<file path="config.mk">
export PLATFORM = sky130hd
export DESIGN_NAME = simple_moving_average
export DESIGN_NICKNAME = d
export VERILOG_FILES = /design/src/design/sma_pkg.sv /design/src/design/sma_div.sv /design/src/design/simple_moving_average.sv
export SDC_FILE = /design/constraint.sdc
export NUM_CORES = 2
export LEC_CHECK = 0
export BUFFER_PORTS_ARGS = -buffer_cell sky130_fd_sc_hd__buf_2
export CORE_MARGIN = 2
export CORE_UTILIZATION = 47
export DETAILED_ROUTE_END_ITERATION = 7
export MAX_ROUTING_LAYER = met4
export SLEW_MARGIN = 20
export SYNTH_ARGS = -nofsm -noshare
export SYNTH_HDL_FRONTEND = slang
export SYNTH_HIERARCHICAL = 1
export SYNTH_SLANG_ARGS = --single-unit
</file>
<file path="constraint.sdc">
create_clock -name clk -period 4.5 [get_ports clk]
set_input_delay 0.675 -clock clk [delete_from_list [all_inputs] [get_ports clk]]
set_output_delay 0.675 -clock clk [all_outputs]
set_load 0.02 [all_outputs]
</file>
<file path="src/design/sma_pkg.sv">
// shared constants and types for the moving-average block
// used by sma_div and simple_moving_average; depends on nothing
`timescale 1ns / 1ps

package sma_pkg;

    localparam int MAX_PERIOD = 64;
    localparam int SAMPLE_W   = 16;
    localparam int SUM_W      = 22;
    localparam int FRAC_W     = 8;
    localparam int MEAN_W     = 24;
    localparam int PERIOD_W   = 7;
    localparam int POS_W      = $clog2(MAX_PERIOD);
    localparam int CNT_W      = $clog2(MAX_PERIOD + 1);
    localparam int DIVD_W     = SUM_W + FRAC_W;
    localparam int STEP_W     = $clog2(DIVD_W);

    // request from the sequencer to the divider
    typedef struct packed {
        logic              start;
        logic              negative;
        logic [DIVD_W-1:0] dividend;
        logic [CNT_W-1:0]  divisor;
    } div_req_t;

    // divider status back to the sequencer
    typedef struct packed {
        logic                     busy;
        logic signed [MEAN_W-1:0] quotient;
    } div_rsp_t;

endpackage

</file>
<file path="src/design/sma_div.sv">
// serial restoring divider, one quotient bit a cycle, signed result
// depends on sma_pkg
`timescale 1ns / 1ps

module sma_div
    import sma_pkg::*;
(
    input  logic     clk,
    input  logic     rst_n,
    input  div_req_t req,
    output div_rsp_t rsp
);

    logic              busy_reg, busy_next;
    logic [STEP_W-1:0] step_reg, step_next;
    logic [DIVD_W-1:0] quot_reg, quot_next;
    logic [CNT_W-1:0]  rem_reg, rem_next;
    logic [CNT_W-1:0]  divisor_reg, divisor_next;
    logic              neg_reg, neg_next;
    logic [CNT_W:0]    shifted;
    logic [CNT_W:0]    diff;

    assign shifted = {rem_reg, quot_reg[DIVD_W-1]};
    assign diff    = shifted - {1'b0, divisor_reg};

    always_comb
    begin
        busy_next    = busy_reg;
        step_next    = step_reg;
        quot_next    = quot_reg;
        rem_next     = rem_reg;
        divisor_next = divisor_reg;
        neg_next     = neg_reg;
        if (req.start)
        begin
            busy_next    = 1'b1;
            step_next    = STEP_W'(DIVD_W - 1);
            quot_next    = req.dividend;
            rem_next     = '0;
            divisor_next = req.divisor;
            neg_next     = req.negative;
        end
        else if (busy_reg)
        begin
            // remainder stays below the divisor, so the top bit of diff is spare
            if (shifted >= {1'b0, divisor_reg})
            begin
                rem_next  = diff[CNT_W-1:0];
                quot_next = {quot_reg[DIVD_W-2:0], 1'b1};
            end
            else
            begin
                rem_next  = shifted[CNT_W-1:0];
                quot_next = {quot_reg[DIVD_W-2:0], 1'b0};
            end
            if (step_reg == '0)
            begin
                busy_next = 1'b0;
            end
            else
            begin
                step_next = step_reg - 1'b1;
            end
        end
    end

    always_ff @(posedge clk or negedge rst_n)
    begin
        if (!rst_n)
        begin
            busy_reg <= 1'b0;
            step_reg <= '0;
        end
        else
        begin
            busy_reg <= busy_next;
            step_reg <= step_next;
        end
    end

    always_ff @(posedge clk)
    begin
        quot_reg    <= quot_next;
        rem_reg     <= rem_next;
        divisor_reg <= divisor_next;
        neg_reg     <= neg_next;
    end

    // magnitude quotient always fits the mean width; sign restores truncation toward zero
    assign rsp.busy     = busy_reg;
    assign rsp.quotient = neg_reg ? -$signed(quot_reg[MEAN_W-1:0])
                                  : $signed(quot_reg[MEAN_W-1:0]);

endmodule

</file>
<file path="src/design/simple_moving_average.sv">
// top level of the simple moving average: window store, running sum, sequencer
// depends on sma_pkg and sma_div
`timescale 1ns / 1ps

// Simple moving average over the last period signed 16-bit samples. Each sample
// request gives exactly one result: the mean of the window in signed fixed point
// with 8 fraction bits, truncated toward zero, and the number of samples that it
// covers (it counts up while the window fills, then stays at the period). The
// period register takes 1..64 (0 acts as 1, larger values act as 64); writing it
// restarts the window, and it must only be written while the block is idle. A
// sample passes in order: reading the oldest sample from the window memory,
// updating the running sum and starting the divide, the bit-serial divider (one
// quotient bit per cycle over the 22-bit sum scaled by 256) and loading the
// output register, which waits while a held result is stalled. No new sample is
// accepted before then; the output register holds a finished result while the next
// sample is accepted and worked on. The window memory needs no clearing after reset.
module simple_moving_average
    import sma_pkg::*;
(
    input  logic                       clk,
    input  logic                       rst_n,
    // period register write
    input  logic                       period_wen,
    input  logic [PERIOD_W-1:0]        period_wdata,
    // sample requests
    input  logic                       sample_valid,
    output logic                       sample_stall,
    input  logic signed [SAMPLE_W-1:0] sample,
    // result requests
    output logic                       result_valid,
    input  logic                       result_stall,
    output logic signed [MEAN_W-1:0]   mean,
    output logic [PERIOD_W-1:0]        samples_in_window
);

    // sequencer states
    localparam logic [1:0] S_IDLE = 2'd0;
    localparam logic [1:0] S_READ = 2'd1;
    localparam logic [1:0] S_DIV  = 2'd2;

    logic [1:0]                 state_reg, state_next;
    logic [PERIOD_W-1:0]        period_reg;
    logic [POS_W-1:0]           write_position_reg, write_position_next;
    logic [CNT_W-1:0]           fill_count_reg, fill_count_next;
    logic signed [SUM_W-1:0]    running_sum_reg, running_sum_next;
    logic signed [SAMPLE_W-1:0] sample_reg;
    logic [POS_W-1:0]           pos_reg, pos_now;
    logic                       full_reg;
    logic signed [SAMPLE_W-1:0] window_mem [MAX_PERIOD];
    logic signed [SAMPLE_W-1:0] old_sample_reg;

    logic                       result_valid_reg, result_valid_next;
    logic signed [MEAN_W-1:0]   mean_reg;
    logic [PERIOD_W-1:0]        count_out_reg;

    logic [CNT_W-1:0]           eff_period;
    logic [POS_W:0]             pos_inc;
    logic                       accept;
    logic                       mem_we;
    logic                       load_out;
    logic [SUM_W-1:0]           sum_mag;
    div_req_t                   div_req;
    div_rsp_t                   div_rsp;

    // period 0 behaves as 1, anything past the store depth as the depth
    always_comb
    begin
        if (period_reg == '0)
        begin
            eff_period = CNT_W'(1);
        end
        else if ({1'b0, period_reg} > (PERIOD_W + 1)'(MAX_PERIOD))
        begin
            eff_period = CNT_W'(MAX_PERIOD);
        end
        else
        begin
            eff_period = CNT_W'(period_reg);
        end
    end

    assign accept       = sample_valid && !sample_stall;
    assign sample_stall = (state_reg != S_IDLE);

    // slot for the incoming sample, wrapped in case the period shrank
    assign pos_now = (CNT_W'(write_position_reg) >= eff_period) ? '0 : write_position_reg;

    assign mem_we  = (state_reg == S_READ);
    assign pos_inc = {1'b0, pos_reg} + 1'b1;

    // window update: a period write restarts the window; else drop the oldest sample once full, add the new one
    always_comb
    begin
        write_position_next = write_position_reg;
        fill_count_next     = fill_count_reg;
        running_sum_next    = running_sum_reg;
        if (period_wen)
        begin
            write_position_next = '0;
            fill_count_next     = '0;
            running_sum_next    = '0;
        end
        else if (mem_we)
        begin
            running_sum_next = running_sum_reg
                             - (full_reg ? SUM_W'(old_sample_reg) : '0)
                             + SUM_W'(sample_reg);
            if (!full_reg)
            begin
                fill_count_next = fill_count_reg + 1'b1;
            end
            if (CNT_W'(pos_inc) >= eff_period)
            begin
                write_position_next = '0;
            end
            else
            begin
                write_position_next = pos_inc[POS_W-1:0];
            end
        end
    end

    // divide request: |sum| * 256 over the updated fill count
    assign sum_mag          = running_sum_next[SUM_W-1] ? 
                              SUM_W'(-running_sum_next) : SUM_W'(running_sum_next);
    assign div_req.start    = mem_we;
    assign div_req.negative = running_sum_next[SUM_W-1];
    assign div_req.dividend = {sum_mag, {FRAC_W{1'b0}}};
    assign div_req.divisor  = fill_count_next;

    sma_div u_div
    (
        .clk   (clk),
        .rst_n (rst_n),
        .req   (div_req),
        .rsp   (div_rsp)
    );

    // result goes out once the divider is done and the output register is free
    assign load_out = (state_reg == S_DIV) && !div_rsp.busy
                   && (!result_valid_reg || !result_stall);

    always_comb
    begin
        state_next = state_reg;
        unique case (state_reg)
            S_IDLE:
            begin
                if (accept)
                begin
                    state_next = S_READ;
                end
            end
            S_READ:
            begin
                state_next = S_DIV;
            end
            S_DIV:
            begin
                if (load_out)
                begin
                    state_next = S_IDLE;
                end
            end
            default:
            begin
                state_next = S_IDLE;
            end
        endcase
    end

    always_comb
    begin
        result_valid_next = result_valid_reg;
        if (load_out)
        begin
            result_valid_next = 1'b1;
        end
        else if (!result_stall)
        begin
            result_valid_next = 1'b0;
        end
    end

    always_ff @(posedge clk or negedge rst_n)
    begin
        if (!rst_n)
        begin
            state_reg          <= S_IDLE;
            period_reg         <= PERIOD_W'(8);
            write_position_reg <= '0;
            fill_count_reg     <= '0;
            running_sum_reg    <= '0;
            result_valid_reg   <= 1'b0;
        end
        else
        begin
            state_reg          <= state_next;
            write_position_reg <= write_position_next;
            fill_count_reg     <= fill_count_next;
            running_sum_reg    <= running_sum_next;
            result_valid_reg   <= result_valid_next;
            if (period_wen)
            begin
                period_reg <= period_wdata;
            end
        end
    end

    // captured request data
    always_ff @(posedge clk)
    begin
        if (accept)
        begin
            sample_reg <= sample;
            pos_reg    <= pos_now;
            full_reg   <= (fill_count_reg >= eff_period);
        end
        if (load_out)
        begin
            mean_reg      <= div_rsp.quotient;
            count_out_reg <= PERIOD_W'(fill_count_reg);
        end
    end

    // window memory: one write port, one registered read port
    always_ff @(posedge clk)
    begin
        if (mem_we)
        begin
            window_mem[pos_reg] <= sample_reg;
        end
        old_sample_reg <= window_mem[pos_now];
    end

    assign result_valid      = result_valid_reg;
    assign mean              = mean_reg;
    assign samples_in_window = count_out_reg;

    // the fill count never passes the active period
    a_fill_bound: assert property (@(posedge clk) disable iff (!rst_n)
        fill_count_reg <= eff_period)
        else $error("fill count beyond period");

    // the write slot stays inside the active window
    a_pos_bound: assert property (@(posedge clk) disable iff (!rst_n)
        CNT_W'(write_position_reg) < eff_period)
        else $error("write position outside window");

    // a new result only appears after the divider has finished
    a_load_after_div: assert property (@(posedge clk) disable iff (!rst_n)
        load_out |=> result_valid_reg && (state_reg == S_IDLE))
        else $error("result load out of sequence");

    // the divider is running whenever the sequencer waits on it right after starting
    a_div_started: assert property (@(posedge clk) disable iff (!rst_n)
        (state_reg == S_READ) |=> div_rsp.busy)
        else $error("divider did not start");

endmodule

</file>
==> flow_summary.yaml <==
drt:
  drt.antenna.violating_nets: 0
  drc: 0
  via_count: 30389
  drt_wl_total_mm: 131.7
  viasPerCell: 5.993
  drtPass1Iterations: 6
  routedWlPerCell_um: 25.96
  drtIter0Drc: 3421
power:
  p_comb_share_pct: 28.0
  sw_frac_of_total_pct: 31.78
  power.density_mw_per_mm2: 564.9
  power.leakage_nw: 18.71
  ir_drop_v: 0.0003473
  p_int_mw: 21.68
  pwr-share-seq_pct: 42.5
  clkPwrFrac_pct: 29.5
  p_switching_mw: 10.10
finish:
  synthToLayoutAreaGrowth_pct: 13.36
  drive_above_1_share_pct: 18.29
  nets: 3683
  fin_cells: 5071
  largest_register_ffs: 1024
  regArea_sq_mm: 0.03526
  fill_cells: 8475
  mostFrequentLayoutCells: "edfxtp_1 (1116), nor2_1 (361), o22ai_1 (226), mux2_2 (188), o21ai_0 (176)"
  multi_input_area_sq_mm: 0.01337
  final_common_cell: "edfxtp_1"
  diodes: 0
timing:
  rsz0062_at_grt: "yes"
  tightest_slew_ns: 1.180
  min_period_over_period_pct: 97.35
  slew_headroom_pct: 21.34
  final-setup-viol-count: 0
  slew_violations: 0
  setup_ws_ns: 0.1192
  clock_skew_ns: 0.02622
  hold_viol_final: 0
  max_freq_mhz: 228.3
  min_period_ns: 4.381
place:
  place.gp.congestion: 0.9381
  dp_hpwl_mm: 78.64
  dp_cells: 4839
  dp_slack_ns: -0.03362
  port_buffers: 60
setup_path:
  cp_max_fo: 6
  critPathRequiredTime_ns: 4.96
  worstSetupPathType: "reg -> reg"
  arrival_ns: 4.84
  critPathLaunchType: "register"
  crit_path_end_kind: "register"
clock_tree:
  cts_num_sinks: 1190
  cts_buffers: 121
  cts_tree: "yes"
  worstSkewPairLatency_ns: 0.71
  cts_htree_levels: 3
  clk_pin_slew_ns: 0.06
  cts_root_buffer: "clkbuf_16"
  cts_buffer_depth: 3
die:
  fp.dieArea_sq_mm: 0.1082
  die_w_um: 328.9
  pin_count: 61
  num_rows: 119
  coreArea_sq_mm: 0.1050
  start_util_pct: 47.27
  dieHeight_um: 328.9
global_route:
  grt_max_degree: 172
  antenna_found_initial: 1
  gr-usage-all-layers_pct: 24.83
  grt.overflow.total: 0
  grt_pass1_wl_mm: 193.8
  grt_pass1_vias: 29997
logic_synthesis:
  ys.flop_type: "edfxtp_1"
  synth_seq_area_share_pct: 71.04
  syn_inst: 3416
  synth.avg_cell_area_sq_um: 14.53
  synth_edf_count: 1116
  yosys_register_bits: 1190
  yosysWarnings: 6
  ys_types: 84
  synthesis.area_sq_mm: 0.04962
  async_reset_ff_share_pct: 4.286
min_path:
  min_path_type: "in -> async"
job:
  cap_violations: 0
run_status:
  status: "completed"
## cell families (layout without fill, tap and decap cells)
family	after synthesis	in the layout	share of synthesized area [%]
flip-flops	1190	1190	71.04
other	1	8	0.007558
buffers and inverters	324	581	2.572
multiplexers	294	294	6.423
AO/OA/AOI/OAI	781	781	10.15
XOR/XNOR	63	63	1.112
adder cells (fa/ha/maj)	76	76	2.249
AND/OR/NAND/NOR	687	687	6.445
## per-layer routing
| metal | up-vias | GRT usage (%) | share of wire, % |
|---|---|---|---|
| met3 | 241 | 3.793 | 7.6 |
| li1 | 13466 | - | - |
| met4 | 0 | 8.696 | 3.4 |
| met5 | - | - | 0 |
| met1 | 15444 | 33.42 | 42 |
| met2 | 1238 | 38.60 | 47 |
## power by group through the flow
| stage | logic [mW] | registers (mW) | clock network (mW) |
|---|---|---|---|
| after floorplan | 5.51 | 13.8 | 0 |
| after global placement | 8.36 | 13.7 | 0 |
| after detailed placement | 8.53 | 13.7 | 0 |
| after CTS | 8.59 | 13.5 | 9.53 |
| after global routing | 9.64 | 13.6 | 9.96 |
| final | 8.89 | 13.5 | 9.37 |
## per-stage QoR
stage          hold WS [ns]  total power, mW  utilization [%]  TNS [ns]  cell area (sq um)
4_1_cts             0.09523            31.62            53.44         0              56090
2_1_floorplan        0.3794            19.28                -   -0.7529              49730
3_5_place_dp         0.5027            22.26            49.91  -0.05637              52390
3_3_place_gp         0.4836            22.07            49.91         0              52390
5_1_grt              0.1340            33.16            53.58   -0.1466              56250
6_report            0.09275            31.78            53.58         0              56250
## path summary, 6_finish.rpt
path / start / to / slack, ns / cells past startpoint
max in group asynchronous: rst_n / write_position_reg[2] / 3.77 / 2
max: full_reg / u_div/quot_reg[28] / 0.12 / 17
max reg2reg: full_reg / u_div/quot_reg[28] / 0.12 / 17
min: rst_n / running_sum_reg[19] / 0.09 / 2
min in group clk: sample[8] / sample_reg[8] / 0.16 / 1
min reg2reg: u_div/step_reg[4] / u_div/step_reg[4] / 0.52 / 2
## worst max-delay path: stages (launching register included)
cell	delay, ns
edfxtp_1	0.43
buf_6	0.16
and2_1	0.14
fa_1	0.48
inv_1	0.07
ha_4	0.29
nor2_1	0.06
o31a_2	0.36
a211oi_4	0.39
buf_6	0.17
nor3_1	0.05
or3_1	0.37
nand2b_4	0.15
buf_4	0.15
nor4_4	0.27
a31oi_1	0.15
xor2_1	0.18
mux2_4	0.28
## synth_stat cells, drive strengths merged (7+ instances only)
library cell,count,area share [%]
a211oi,61,0.96
a21o,11,0.17
a21oi,92,0.93
a31oi,21,0.26
and2,20,0.25
buf,33,0.29
clkbuf,173,1.3
dfrtp,50,2.5
dfxtp,23,0.93
edfxtp,1116,68
fa,22,0.89
ha,54,1.4
inv,116,0.88
mux2,195,4.4
mux2i,99,2.0
nand2,79,0.60
nand2b,37,0.47
nand3,32,0.32
nand4,60,0.76
nor2,365,2.8
nor2b,12,0.15
nor3,31,0.31
nor3b,7,0.11
o211ai,37,0.56
o21a,10,0.15
o21ai,182,1.8
o22a,33,0.58
o22ai,227,2.9
o311ai,19,0.34
o31ai,47,0.71
or2,8,0.10
or3,13,0.18
xnor2,41,0.72
xor2,22,0.39
## final cells by class
| cell class | count | area share (%) |
|---|---|---|
| sequential | 1190 | 62.69 |
| multi-input combinational | 1909 | 23.78 |
| clock buffer | 159 | 5.857 |
| timing repair buffer | 240 | 3.112 |
| tap | 1391 | 3.094 |
| inverter | 117 | 0.7808 |
| clock inverter | 65 | 0.6918 |
## timing repair
item | 4_1_cts | 5_1_grt
hold endpoints to repair | 0 | 0
pin swaps | 1 | 11
resized for setup | 1 | 23
endpoints found under the setup margin | 3 | 18
hold buffers | 0 | 0
setup buffers | 1 | 7
cloned | 0 | 0
Power figures use the tool's default switching activity.
